`src/design/qswtg_pkg.sv`:
```
// ----------------------------------------------------------------------------
// qswtg_pkg
// Shared types and constants of the queued square-wave tone generator.
// ----------------------------------------------------------------------------
package qswtg_pkg;

    localparam int SAMPLE_RATE_HZ = 44100;

    localparam int FREQ_W   = 24;
    localparam int MS_W     = 16;
    localparam int CNT_W    = 22;
    localparam int STEP_W   = 32;
    localparam int AMP_W    = 15;
    localparam int SAMPLE_W = 16;
    localparam int QCOUNT_W = 10;

    localparam logic [AMP_W-1:0] AMP_RESET = 15'd20000;

    // below 1.0 Hz in q16.8
    localparam int REST_LIMIT = 256;

    // step = freq * 2^24 / rate, split into integer and fractional parts
    localparam int     STEP_INT   = (1 << 24) / SAMPLE_RATE_HZ;
    localparam int     STEP_REM   = (1 << 24) % SAMPLE_RATE_HZ;
    localparam longint FREQ_MULT  = (longint'(STEP_REM) << 24) / SAMPLE_RATE_HZ;
    localparam int     FREQ_REM_W = $clog2(2 * SAMPLE_RATE_HZ);

    // samples = ms * rate / 1000, split the same way
    localparam int MS_PER_S = 1000;
    localparam int MS_INT   = SAMPLE_RATE_HZ / MS_PER_S;
    localparam int MS_REM   = SAMPLE_RATE_HZ % MS_PER_S;
    localparam int MS_MULT  = (MS_REM << MS_W) / MS_PER_S;
    localparam int MS_REM_W = $clog2(2 * MS_PER_S);

    typedef enum logic {
        FUNC_PUSH = 1'b0,
        FUNC_TICK = 1'b1
    } t_func;

    typedef struct packed {
        logic              rest;
        logic [STEP_W-1:0] step;
        logic [CNT_W-1:0]  tone;
        logic [CNT_W-1:0]  gap;
    } t_note;

    typedef struct packed {
        logic full;
        logic empty;
    } t_queue_status;

    typedef struct packed {
        logic pop;
        logic active_nxt;
    } t_tone_status;

endpackage

```
`src/design/qswtg_note_conv.sv`:
```
// ----------------------------------------------------------------------------
// qswtg_note_conv
// Converts a note request into phase step and sample counts: one registered
// multiply stage followed by a short remainder correction.
// ----------------------------------------------------------------------------
module qswtg_note_conv import qswtg_pkg::*; (
    input  logic              i_clk,
    input  logic              i_load,
    input  logic [FREQ_W-1:0] i_freq,
    input  logic [MS_W-1:0]   i_tone_ms,
    input  logic [MS_W-1:0]   i_gap_ms,
    output t_note             o_note
);

    logic [FREQ_W-1:0]    r_freq;
    logic [MS_W-1:0]      r_tone_ms;
    logic [MS_W-1:0]      r_gap_ms;
    logic [FREQ_W+23:0]   r_freq_prod;
    logic [2*MS_W-1:0]    r_tone_prod;
    logic [2*MS_W-1:0]    r_gap_prod;

    logic [FREQ_W-1:0]     freq_est;
    logic [FREQ_REM_W-1:0] freq_rem;
    logic [FREQ_W-1:0]     freq_frac;

    function automatic logic [CNT_W-1:0] ms_fix(input logic [MS_W-1:0] ms,
                                                input logic [2*MS_W-1:0] prod);
        logic [MS_W-1:0]     est;
        logic [MS_REM_W-1:0] rem;
        logic [MS_W-1:0]     frac;
        est  = prod[2*MS_W-1:MS_W];
        rem  = MS_REM_W'(ms * MS_REM) - MS_REM_W'(est * MS_PER_S);
        frac = est + MS_W'(rem >= MS_REM_W'(MS_PER_S));
        return CNT_W'(ms * MS_INT) + CNT_W'(frac);
    endfunction

    always_ff @(posedge i_clk) begin
        if (i_load) begin
            r_freq      <= i_freq;
            r_tone_ms   <= i_tone_ms;
            r_gap_ms    <= i_gap_ms;
            r_freq_prod <= (FREQ_W+24)'(i_freq) * (FREQ_W+24)'(FREQ_MULT);
            r_tone_prod <= (2*MS_W)'(i_tone_ms) * (2*MS_W)'(MS_MULT);
            r_gap_prod  <= (2*MS_W)'(i_gap_ms) * (2*MS_W)'(MS_MULT);
        end
    end

    // estimate is exact or one low
    always_comb begin
        freq_est  = r_freq_prod[FREQ_W+23:24];
        freq_rem  = FREQ_REM_W'(r_freq * STEP_REM) - FREQ_REM_W'(freq_est * SAMPLE_RATE_HZ);
        freq_frac = freq_est + FREQ_W'(freq_rem >= FREQ_REM_W'(SAMPLE_RATE_HZ));
        o_note.rest = (r_freq < FREQ_W'(REST_LIMIT));
        o_note.step = STEP_W'(r_freq * STEP_INT) + STEP_W'(freq_frac);
        o_note.tone = ms_fix(r_tone_ms, r_tone_prod);
        o_note.gap  = ms_fix(r_gap_ms, r_gap_prod);
    end

endmodule

```
`config.mk`:
```
export PLATFORM = sky130hd
export DESIGN_NAME = qswtg_note_conv
export DESIGN_NICKNAME = d
export VERILOG_FILES = /design/src/design/qswtg_pkg.sv /design/src/design/qswtg_note_conv.sv
export SDC_FILE = /design/constraint.sdc
export NUM_CORES = 2
export LEC_CHECK = 0
export ABC_AREA = 1
export BUFFER_PORTS_ARGS = -buffer_cell sky130_fd_sc_hd__buf_4
export CAP_MARGIN = 20
export CORE_ASPECT_RATIO = 0.8
export CORE_UTILIZATION = 38
export CTS_CLUSTER_SIZE = 10
export DETAILED_ROUTE_END_ITERATION = 6
export PLACE_DENSITY = 0.49
export SLEW_MARGIN = 20
export SYNTH_ARGS = -nofsm -noshare
export SYNTH_HDL_FRONTEND = slang
export SYNTH_SLANG_ARGS = --single-unit
```
`constraint.sdc`:
```
create_clock -name i_clk -period 20.9 [get_ports i_clk]
set_input_delay 3.135 -clock i_clk [delete_from_list [all_inputs] [get_ports i_clk]]
set_output_delay 3.135 -clock i_clk [all_outputs]
set_load 0.01 [all_outputs]
```
-- Word-level counts from Yosys, hierarchy flattened
Cells that the tools add are included.
- word-level logic and storage cells: 31
- register bits: 161
- bits of input ports: 58
- multiply operators: 12
- $lt $le $gt $ge: 4
- add/subtract/negate cells: 9
- operator list (operator ; number):
    multiplier 16 x 13 -> 29 bit, second input constant ; 2
    multiplier 24 x 23 -> 47 bit, second input constant ; 1
    adder 22 x 14 -> 22 bit ; 2
    multiplier 16 x 4 -> 20 bit, second input constant ; 2
    adder 32 x 24 -> 32 bit ; 1
    multiplier 16 x 5 -> 9 bit, second input constant ; 2
    multiplier 24 x 7 -> 30 bit, second input constant ; 1
    adder 13 x 1 -> 14 bit ; 2
    multiplier 13 x 7 -> 8 bit, second input constant ; 2
    adder 23 x 1 -> 24 bit ; 1
    < comparator 24 x 9 -> 1 bit, second input constant ; 1
    multiplier 24 x 11 -> 13 bit, second input constant ; 1
    multiplier 23 x 14 -> 15 bit, second input constant ; 1
    greater-or-equal comparator 11 x 10 -> 1 bit, second input constant ; 2
    subtractor 11 bit ; 2
    greater-or-equal comparator 17 x 16 -> 1 bit, second input constant ; 1
    subtractor 17 bit ; 1

-- Logic depth before layout (Yosys ltp)
- depth in word-level cells: 5
- mapped depth: 37

-- Worst setup path after synthesis
No wires, ideal clock.
- kind: register -> output
- from: register r_freq_prod[27]
- to: output o_note[62] (netlist name)
- buffers on the path: 0
- data arrival time: 5751 ps
- cell stages (with the launch flop): 33
- setup slack: 12014 ps
- cells stage by stage: edfxtp_1 -> ha_1 -> ha_1 -> inv_1 -> fa_1 -> inv_1 -> fa_1 -> ha_1 -> inv_1 -> fa_1 -> inv_1 -> ha_1 -> xor2_1 -> ha_1 -> nand3_1 -> nand3b_1 -> o211ai_1 -> xnor2_1 -> inv_1 -> nand4_1 -> nand3_1 -> ha_1 -> ha_1 -> nand2_1 -> nand2_1 -> nand3_1 -> nand2_1 -> nand2_1 -> nand2_1 -> nand2_1 -> nand2_1 -> a21oi_1 -> xnor2_1
- RTL lines (what ; RTL line ; source):
    start: declaration ; qswtg_note_conv.sv:18 ; logic [FREQ_W+23:0] r_freq_prod;
    start signal: assignment ; qswtg_note_conv.sv:42 ; r_freq_prod <= (FREQ_W+24)'(i_freq) * (FREQ_W+24)'(FREQ_MULT);
    end: declaration ; qswtg_note_conv.sv:12 ; output t_note o_note

==> results.ini <==
[detailed_routing]
initialDrtViolationCount = 1314
routed_wl_um = 93870
drc = 0
routed_via_density = 4.795
vias = 26600
postRouteAntennaNets = 0
post_drt_wl_per_cell_um = 16.92
drt_first_pass_iters = 7

[logic_synthesis]
avgSynthCellArea_sq_um = 8.637
synth_area_sq_mm = 0.03602
yosysWarnings = 0
async_flop_share_pct = 0
ys.flop_type = edfxtp_1
yosysUniqueCellTypes = 48
ys_ff_latch = 105
ys_seq_area_share_pct = 8.752
synth_edf_count = 105
syn_inst = 4171
synth_nets = 5497

[status]
status = complete, no violations

[setup_path]
critPathSlowestCell = fa_1
cp_num_buf_inv = 6
cp-start-kind = flip-flop
cpLargestDelayFamily = adder cells
arrival_ps = 6950
cp-startpoint = r_freq_prod[27]
path_max_fanout = 6
crit_type = reg2out
cp.required_ps = 17770
critPathMaxStageDelay_ps = 530
worstSetupEndpointType = output pin
path_common_cell = ha_1

[grt]
grt_pass1_vias = 27582
overflow = 0
grt_usage_pct = 20.05
grt_max_degree = 78
grt_pass1_wl_um = 151100
antenna_found_initial = 2

[placement]
place_congestion = 0.9179
hpwlAfterDp_um = 83750
postPlaceCellArea_sq_mm = 0.03857
portBuffers = 134

[clocking]
clock-sinks = 105
cts_resized = 0
cts_tree = built
clk_path_buf_depth = 2
cts_buffers = 9
clockRootBuffer = clkbuf_16
post_cts_buffers = 0
htreeDepth = 3
cts_hold_buf = 0
worst_setup_hold_path_clk_slew_ps = 70

[final_layout]
syn2layout_area_growth_pct = 7.915
final_cell_mix = 1053 x inv_1, 759 x ha_1, 578 x nand2_1
final_cell_area_sq_mm = 0.03888
fin_nets = 5644
antennaDiodeCount = 0
final_common_cell = inv_1
drive_above_1_share_pct = 5.413

[floorplan]
core_sq_mm = 0.09346
die_h_um = 277.4
die_area_sq_mm = 0.09604
start_util_pct = 38.54
fp-row-count = 100
pin_count = 135
die_x_um = 346.2

[sta]
fin_crit_ps = 10080
relSlewSlack_pct = 58.25
fmax_mhz = 99.19
min_period_over_period_pct = 48.24
tightest_slew_ps = 624.2
rsz0062_at_grt = false
slew_viol_final = 0
setup_tns_ps = 0
setup_viol = 0
finalHoldViolations = 0

[worst_hold_path]
min_from = i_freq[23]
holdCritPathClass = in2reg

[flow_run]
maxCapViolations = 0

[final timing paths]
path / slack (ps) / endpoint / cells after the start
max: 10820 / o_note[64] / 29
min: 3000 / r_freq[23] / 1
[final cells by class]
| class | instances | area [sq um] |
|---|---|---|
| multi-input combinational | 3004 | 28890 |
| timing repair buffer | 136 | 1041 |
| clock buffer | 10 | 229.0 |
| clock inverter | 6 | 50.05 |
| fill | 9524 | 54590 |
| inverter | 1062 | 3986 |
| sequential | 105 | 3153 |
| tap | 1224 | 1531 |
[cell families (layout without fill, tap and decap cells)]
| group | count (synthesis) | count (layout) | share of synthesized area [%] |
|---|---|---|---|
| AND/OR/NAND/NOR | 1061 | 1061 | 12.93 |
| AO/OA/AOI/OAI | 440 | 440 | 6.891 |
| adder cells (fa/ha/maj) | 1268 | 1268 | 54.65 |
| buffers and inverters | 1062 | 1214 | 11.07 |
| flip-flops | 105 | 105 | 8.752 |
| XOR/XNOR | 235 | 235 | 5.713 |
[synth_stat cells (2+ instances only)]
cell type     n  share of area (%)
inv_1      1053                 11
ha_1        759                 26
nand2_1     578                6.0
fa_1        509                 28
a21oi_1     221                3.1
nor2_1      164                1.7
nand3_1     160                2.2
xor2_1      137                3.3
o21ai_0     106                1.5
edfxtp_1    105                8.8
xnor2_1      98                2.4
nand4_1      35               0.61
a21o_1       30               0.63
nor3_1       26               0.36
nand2_2      25               0.43
a31oi_1      22               0.38
nand3b_1     19               0.40
nor2_2       12               0.21
nor4_1       12               0.21
o21a_1       12               0.25
o21bai_1     11               0.23
inv_2         7              0.073
o31ai_1       7               0.15
nand3_2       6               0.17
nor2_4        5               0.16
nor3_2        5               0.14
o21ai_1       5              0.069
or2_2         5              0.087
a21oi_2       4              0.097
a31o_2        4              0.097
o21ai_2       4              0.097
o211ai_1      3              0.063
a211oi_1      2              0.042
a21boi_0      2              0.042
a221oi_1      2              0.049
clkinv_1      2              0.021
nand2_4       2              0.063
or2_1         2              0.035
[state kept, by name, summed over array words and instances (netlist names)]
| signal | cells |
|---|---|
| r_freq | 24 |
| r_gap_ms | 16 |
| r_freq_prod | 23 |
| r_gap_prod | 13 |
| r_tone_ms | 16 |
| r_tone_prod | 13 |
[metrics by stage]
step	utilization (%)	std cells	setup WS, ps	hold slack (ps)
6_report	41.59	5547	10820	2997
4_1_cts	41.56	5546	10760	2972
3_5_place_dp	41.27	5530	11230	3395
3_3_place_gp	41.27	5530	11270	3396
5_1_grt	41.59	5547	10370	2974
2_1_floorplan	-	4171	12010	3234
[per-layer routing]
layer / up-vias / track usage (%) / share of wire, % / wire length (um)
li1: 13502 / - / - / -
met1: 12704 / 31.47 / 54 / 50810
met2: 349 / 30.26 / 42 / 39240
met3: 45 / 1.542 / 3.1 / 2894
met4: 0 / 2.838 / 0.98 / 921
met5: - / 0 / 0 / 0
Power is left out: the tool's default activity adds up to more than one toggle a clock period on the data nets, which glitch-free logic cannot reach.
