==> src/design/qswtg_pkg.sv <==
// ----------------------------------------------------------------------------
// qswtg_pkg
// Shared types and constants of the queued square-wave tone generator.
// ----------------------------------------------------------------------------
package qswtg_pkg;

    localparam int SAMPLE_RATE_HZ = 44100;

    localparam int FREQ_W   = 24;
    localparam int MS_W     = 16;
    localparam int CNT_W    = 22;
    localparam int STEP_W   = 32;
    localparam int AMP_W    = 15;
    localparam int SAMPLE_W = 16;
    localparam int QCOUNT_W = 10;

    localparam logic [AMP_W-1:0] AMP_RESET = 15'd20000;

    // below 1.0 Hz in q16.8
    localparam int REST_LIMIT = 256;

    // step = freq * 2^24 / rate, split into integer and fractional parts
    localparam int     STEP_INT   = (1 << 24) / SAMPLE_RATE_HZ;
    localparam int     STEP_REM   = (1 << 24) % SAMPLE_RATE_HZ;
    localparam longint FREQ_MULT  = (longint'(STEP_REM) << 24) / SAMPLE_RATE_HZ;
    localparam int     FREQ_REM_W = $clog2(2 * SAMPLE_RATE_HZ);

    // samples = ms * rate / 1000, split the same way
    localparam int MS_PER_S = 1000;
    localparam int MS_INT   = SAMPLE_RATE_HZ / MS_PER_S;
    localparam int MS_REM   = SAMPLE_RATE_HZ % MS_PER_S;
    localparam int MS_MULT  = (MS_REM << MS_W) / MS_PER_S;
    localparam int MS_REM_W = $clog2(2 * MS_PER_S);

    typedef enum logic {
        FUNC_PUSH = 1'b0,
        FUNC_TICK = 1'b1
    } t_func;

    typedef struct packed {
        logic              rest;
        logic [STEP_W-1:0] step;
        logic [CNT_W-1:0]  tone;
        logic [CNT_W-1:0]  gap;
    } t_note;

    typedef struct packed {
        logic full;
        logic empty;
    } t_queue_status;

    typedef struct packed {
        logic pop;
        logic active_nxt;
    } t_tone_status;

endpackage

==> src/design/qswtg_tone_core.sv <==
// ----------------------------------------------------------------------------
// qswtg_tone_core
// Square-wave player: note timing, phase accumulator and sample level.
// ----------------------------------------------------------------------------
module qswtg_tone_core import qswtg_pkg::*; (
    input  logic                       i_clk,
    input  logic                       i_rst_n,
    input  logic                       i_fire,
    input  t_note                      i_head,
    input  logic                       i_empty,
    input  logic [AMP_W-1:0]           i_amp,
    output t_tone_status               o_status,
    output logic signed [SAMPLE_W-1:0] o_sample
);

    logic [STEP_W-1:0] r_phase;
    logic [STEP_W-1:0] r_step;
    logic [CNT_W-1:0]  r_tone_left;
    logic [CNT_W-1:0]  r_gap_cnt;
    logic              r_in_gap;
    logic              r_active;
    logic              r_rest;

    logic [STEP_W-1:0] n_phase;
    logic [STEP_W-1:0] n_step;
    logic [CNT_W-1:0]  n_tone_left;
    logic [CNT_W-1:0]  n_gap_cnt;
    logic              n_in_gap;
    logic              n_active;
    logic              n_rest;

    logic              need_pop;
    logic              pop;
    logic [STEP_W-1:0] step_e;
    logic [CNT_W-1:0]  tone_e;
    logic [CNT_W-1:0]  gap_e;
    logic              rest_e;
    logic              in_gap_e;
    logic [SAMPLE_W-1:0] level;

    always_comb begin
        need_pop = !r_active || (r_tone_left == '0 && r_gap_cnt == '0);
        pop      = i_fire && need_pop && !i_empty;
        step_e   = pop ? i_head.step : r_step;
        tone_e   = pop ? i_head.tone : r_tone_left;
        gap_e    = pop ? i_head.gap  : r_gap_cnt;
        rest_e   = pop ? i_head.rest : r_rest;
        in_gap_e = pop ? (i_head.tone == '0 && i_head.gap != '0) : r_in_gap;
        level    = SAMPLE_W'(i_amp);
    end

    always_comb begin
        n_phase     = r_phase;
        n_step      = r_step;
        n_tone_left = r_tone_left;
        n_gap_cnt   = r_gap_cnt;
        n_in_gap    = r_in_gap;
        n_active    = r_active;
        n_rest      = r_rest;
        o_sample    = '0;
        if (i_fire) begin
            priority if (need_pop && i_empty) begin
                n_active = 1'b0;
            end else if (pop && i_head.tone == '0 && i_head.gap == '0) begin
                // empty note ends on the tick that pops it
                n_step      = step_e;
                n_rest      = rest_e;
                n_tone_left = '0;
                n_gap_cnt   = '0;
                n_in_gap    = 1'b0;
                n_active    = 1'b0;
            end else if (in_gap_e) begin
                n_step      = step_e;
                n_rest      = rest_e;
                n_tone_left = tone_e;
                n_gap_cnt   = gap_e - 1'b1;
                n_in_gap    = 1'b1;
                n_active    = (gap_e != CNT_W'(1));
            end else begin
                n_step      = step_e;
                n_rest      = rest_e;
                n_gap_cnt   = gap_e;
                n_tone_left = tone_e - 1'b1;
                n_in_gap    = 1'b0;
                n_active    = 1'b1;
                if (!rest_e) begin
                    o_sample = r_phase[STEP_W-1] ? -$signed(level) : $signed(level);
                    n_phase  = r_phase + step_e;
                end
                if (tone_e == CNT_W'(1)) begin
                    if (gap_e != '0) begin
                        n_in_gap = 1'b1;
                    end else begin
                        n_active = 1'b0;
                    end
                end
            end
        end
    end

    always_ff @(posedge i_clk) begin
        if (!i_rst_n) begin
            r_phase     <= '0;
            r_step      <= '0;
            r_tone_left <= '0;
            r_gap_cnt   <= '0;
            r_in_gap    <= 1'b0;
            r_active    <= 1'b0;
            r_rest      <= 1'b0;
        end else begin
            r_phase     <= n_phase;
            r_step      <= n_step;
            r_tone_left <= n_tone_left;
            r_gap_cnt   <= n_gap_cnt;
            r_in_gap    <= n_in_gap;
            r_active    <= n_active;
            r_rest      <= n_rest;
        end
    end

    assign o_status.pop        = pop;
    assign o_status.active_nxt = n_active;

endmodule

==> config.mk <==
export PLATFORM = sky130hd
export DESIGN_NAME = qswtg_tone_core
export DESIGN_NICKNAME = d
export VERILOG_FILES = /design/src/design/qswtg_pkg.sv /design/src/design/qswtg_tone_core.sv
export SDC_FILE = /design/constraint.sdc
export NUM_CORES = 1
export LEC_CHECK = 0
export ABC_AREA = 0
export BUFFER_PORTS_ARGS = -buffer_cell sky130_fd_sc_hd__buf_2
export CAP_MARGIN = 10
export CORE_MARGIN = 2
export CORE_UTILIZATION = 45
export DETAILED_ROUTE_END_ITERATION = 7
export GPL_ROUTABILITY_DRIVEN = 0
export HOLD_SLACK_MARGIN = 0.02
export PLACE_DENSITY_LB_ADDON = 0.05
export SLEW_MARGIN = 5
export SYNTH_ARGS = -nofsm -noshare
export SYNTH_HDL_FRONTEND = slang
export SYNTH_SLANG_ARGS = --single-unit
==> constraint.sdc <==
create_clock -name i_clk -period 17.76 [get_ports i_clk]
set_clock_uncertainty 0.05 [all_clocks]
set_input_delay 3.552 -clock i_clk [delete_from_list [all_inputs] [get_ports i_clk]]
set_output_delay 3.552 -clock i_clk [all_outputs]
set_load 0.02 [all_outputs]
======== After elaboration in Yosys (flattened, before gate mapping) ========
Cells that the tools add are included.
word-level totals
  bits in registers ....................... 111
  bits of input ports ..................... 96
  output and inout bits ................... 18
  logic and storage cells ................. 59
cells by class
  add/sub/neg operators ................... 4
  equality and inequality tests ........... 2
  mux-type cells .......................... 24
  bitwise operators ....................... 4
  reduce and logical (&&, ||, !) cells .... 18
operators by type and width
  operator                 count
  $mux W22                 6
  $mux W16                 6
  $logic_not A22 Y1        4
  $reduce_bool A22 Y1      2
  $sub A22 B1 Y22 const B  2
  $add A32 B32 Y32         1
  $mux W32                 1
  $eq A22 B1 Y1 const B    1
  $ne A22 B1 Y1 const B    1
  $neg A15 Y16             1
  $mux W1                  11
  $logic_and A1 B1 Y1      7
  $reduce_and A5 Y1        1
  $not A1 Y1               4
  $logic_not A1 Y1         2
  $reduce_and A2 Y1        1
  $logic_or A1 B1 Y1       1

======== Logic depth before layout (Yosys ltp) ========
  depth in word-level cells ............... 13
  gate-level depth with buffers ........... 23
  depth with buffers taken out ............ 19

======== Least setup slack after synthesis ========
OpenSTA, ideal clock, no wires.
  path kind ............................... input -> output
  start ................................... input port i_fire
  end ..................................... output port o_status[0] in the netlist's numbering
  data arrival time ....................... 6,147 ps
  data required time ...................... 14,158 ps
  setup slack ............................. 8,011 ps
  stages on the path ...................... 14
  buffers on the path ..................... 4
  cells stage by stage .................... nor2b_1 -> nand4_1 -> nor4_4 -> nor2_1 -> inv_2 -> buf_2 -> buf_2 -> mux2i_1 -> ha_1 -> clkbuf_1 -> nand4_1 -> a21oi_1 -> o22ai_1 -> buf_4
on the way
  longest elaborated chain between the ends .. 10
  elaborated cells between the ends (all ways) .. 16
  classes of those cells .................. eq/ne: 2; mux: 9; reduce/logical: 5
RTL lines
  what                              line                   text
  start, declared                   qswtg_tone_core.sv:8   input logic i_fire,
  $logic_and A1 B1 Y1 (2 in a row)  qswtg_tone_core.sv:43  pop = i_fire && need_pop && !i_empty;
  $mux W22                          qswtg_tone_core.sv:46  gap_e = pop ? i_head.gap : r_gap_cnt;
  $reduce_bool A22 Y1               qswtg_tone_core.sv:91  if (gap_e != '0) begin
  $mux W1                           qswtg_tone_core.sv:91
  $mux W1                           qswtg_tone_core.sv:90  if (tone_e == CNT_W'(1)) begin
  $mux W1                           qswtg_tone_core.sv:72  end else if (in_gap_e) begin
  $mux W1                           qswtg_tone_core.sv:64  end else if (pop && i_head.tone == '0 && i_head.gap == '0) begin
  $mux W1                           qswtg_tone_core.sv:62  priority if (need_pop && i_empty) begin
  $mux W1 (*)                       qswtg_tone_core.sv:61  if (i_fire) begin
  end, declared                     qswtg_tone_core.sv:12  output t_tone_status o_status,
Mark *: on every way between the ends. The rest lies on a longest branch, timed or not.

==> impl_metrics.json <==
{
  "finalSetupViolations": 0,
  "syn_area_sq_mm": 0.00804,
  "synth_top_family_by_area": "simple AND/OR/NAND/NOR gates",
  "finalHoldViolCount": 0,
  "grt_use_met1": 0.307,
  "tritoncts": "yes",
  "clock-root-buffer": "clkbuf_16",
  "ys_top_cells_by_area": "dfxtp_1 28%, nand2_1 8.9%, a21oi_1 6.4%, nor2_1 5.5%, ha_1 5.4%",
  "end_kind": "primary output",
  "grt_max_degree": 69,
  "p_leak_nw": 3.90,
  "ys_async_sr_fraction": 0,
  "drv_cap": 0,
  "totalWireLength_mm": 22.5,
  "synth-seq-cells": 111,
  "synth_ff_type": "dfxtp_1",
  "postLayoutCoreUtil": 0.523,
  "gr-max-usage-layer": "met2",
  "fin_setup_tns_ns": 0,
  "power_density_mw_per_mm2": 86.8,
  "grt.overflow.total": 0,
  "synthToLayoutAreaGrowth_pct": 13.0,
  "yosysSeqAreaShare": 0.276,
  "drc_errors": 0,
  "worstSkewPairLatency_ns": 0.37,
  "vias": 8115,
  "grt_use_met3": 0.0449,
  "cts_max_path_buffers": 2,
  "io_pins": 114,
  "synth.avg_cell_area_sq_um": 7.36,
  "drive_gt1_frac": 0.141,
  "die_w_um": 138,
  "grt_pass1_wl_mm": 36.0,
  "port_buffers": 113,
  "htree_levels": 3,
  "tightest_slew_ns": 0.980,
  "synth_compound_area_frac": 0.251,
  "viasPerCell": 5.78,
  "status": "completed",
  "placed_cell_area_sq_mm": 0.00876,
  "fp.dieArea_sq_mm": 0.0189,
  "initial_core_util": 0.463,
  "slew_headroom": 0.346,
  "ys_types": 77,
  "globalRouteMet2Util": 0.416,
  "yosys.area_share.simple": 0.283,
  "synth-edff-count": 0,
  "max-vdd-ir-drop_mv": 0.0670,
  "post_cts_resized": 0,
  "hold_buffers": 0,
  "cts_made_buffers": 9,
  "drt_iter0_markers": 491,
  "rows": 48,
  "critPathRequiredTime_ns": 14.16,
  "cts_sinks": 111,
  "rsz0062_at_grt": "false",
  "place_hpwl_mm": 16.1,
  "drtPass1Iterations": 5,
  "timing.final.crit_share": 0.582,
  "grt_pass1_vias": 7313,
  "fmax_ghz": 0.0967,
  "synth_adder_area_share": 0.0570,
  "wl_per_cell_um": 16.0,
  "antenna_found_initial": 0,
  "arrival_ns": 6.74,
  "worstPathMaxFanout": 63,
  "syn-num-nets": 1224,
  "cts.clk_slew.worst_paths_ns": 0.08,
  "startpoint_type": "input port",
  "nFillCells": 1774,
  "fin_crit_ns": 10.34,
  "die_h_um": 138,
  "synth_top_area_share": 0.276,
  "synth_top_area_cell": "dfxtp_1",
  "synth_xor_area_frac": 0.0654,
  "postLayoutCellArea_sq_mm": 0.00908,
  "yosysWarningCount": 0,
  "slew_violations": 0,
  "synthCells": 1092,
  "n_antenna_cell": 0,
  "worst-setup-path-type": "input port to primary output",
  "synth.mux.area_fraction": 0.0328,
  "grtUsageTotal": 0.239,
  "hp-class": "flop to flop",
  "num-nets-final": 1307,
  "ant_nets": 0,
  "core_area_sq_mm": 0.0174,
  "cts_setup_buffers": 0
}
[routing by layer]
layer	wire (um)	vias to the layer above	part of all wire
li1	-	4125	-
met1	10200	3753	0.45
met2	10900	219	0.48
met3	1220	18	0.054
met4	255	0	0.011
met5	0	-	0
[flip-flops by register name (all words and copies together) (netlist names)]
| name | cells |
|---|---|
| r_step | 32 |
| r_active | 1 |
| r_tone_left | 22 |
| r_phase | 32 |
| r_gap_cnt | 22 |
| r_in_gap | 1 |
| r_rest | 1 |
[final cells by class]
class / count / area (sq um) / share of cell area
Clock buffer: 10 / 239 / 0.0263
Tap cell: 225 / 282 / 0.0310
Clock inverter: 6 / 83.8 / 0.00923
Timing Repair Buffer: 121 / 626 / 0.0689
Inverter: 18 / 68.8 / 0.00758
Sequential cell: 111 / 2220 / 0.245
Multi-Input combinational cell: 914 / 5560 / 0.612
[synthesized netlist by cell type (all sizes together) (4+ instances only)]
| library cell | n |
|---|---|
| mux2i | 23 |
| nor3 | 39 |
| a22oi | 12 |
| and3 | 6 |
| inv | 18 |
| or3 | 25 |
| o211ai | 9 |
| nor4b | 5 |
| nor2 | 117 |
| xnor2 | 34 |
| a221o | 6 |
| nand2b | 7 |
| o41ai | 4 |
| buf | 19 |
| dfxtp | 111 |
| a211oi | 7 |
| o31ai | 12 |
| clkbuf | 30 |
| nor2b | 6 |
| and2 | 8 |
| nand2 | 193 |
| a21o | 17 |
| nand3 | 24 |
| nor4 | 20 |
| ha | 35 |
| o21a | 7 |
| o31a | 6 |
| a21boi | 11 |
| nand4 | 8 |
| o21ai | 70 |
| xor2 | 26 |
| or4 | 13 |
| a31oi | 7 |
| o22ai | 7 |
| a21oi | 102 |
[where the power goes]
group,switching [mW],leakage (nW),internal [mW]
clock,0.106,0.159,0.117
sequential,0.0169,0.903,0.270
combinational,0.171,2.84,0.106
total,0.294,3.90,0.494
[critical path: stages]
cell      delay (ns)
buf_2           0.17
nor2b_1         0.24
nand4_1         0.18
nor4_4          0.43
nor2_4          0.08
clkinv_2        0.43
buf_4           0.70
nor3_1          0.10
a21oi_1         0.22
a21oi_1         0.07
o22ai_1         0.30
buf_2           0.24
[cells by family after synthesis]
kind of cell,Yosys count
compound gates,310
mux,26
flops,111
xor+xnor,60
buf+inv,67
fa+ha+maj,36
simple gates,482
[path summary, 6_finish.rpt]
check | startpoint | endpoint | slack, ns | cells past startpoint
worst max-delay path | i_fire | o_status[0] | 7.42 | 12
worst min-delay path | r_step[14] | r_step[14] | 0.42 | 2
worst max register to register | r_gap_cnt[12] | r_phase[31] | 12.08 | 18
worst min register to register | r_step[14] | r_step[14] | 0.42 | 2
[through the flow]
| stage | setup WS [ns] | total power [mW] | hold WS [ns] | std cells |
|---|---|---|---|---|
| after floorplan | 8.01 | 0.496 | 0.382 | 1092 |
| after detailed placement | 7.48 | 0.569 | 0.404 | 1389 |
| after global routing | 7.11 | 0.839 | 0.431 | 1405 |
| final | 7.42 | 0.788 | 0.415 | 1405 |
| after global placement | 7.62 | 0.567 | 0.397 | 1389 |
| after CTS | 7.45 | 0.794 | 0.418 | 1405 |
[cell usage in the layout (no fill, tap or decap), types with 9 or more instances in the layout]
cell	n
a21o_1	17
buf_2	113
a22oi_1	12
nand2_1	191
xnor2_1	34
mux2i_1	23
nor2_1	114
o21ai_0	66
nor4_1	15
nor3_1	39
or4_1	11
inv_1	16
a21oi_1	102
o31ai_1	11
clkbuf_16	9
xor2_1	26
nand3_1	24
or3_1	25
dfxtp_1	111
ha_1	35
Note: power is estimated with default switching activity, not from simulation.
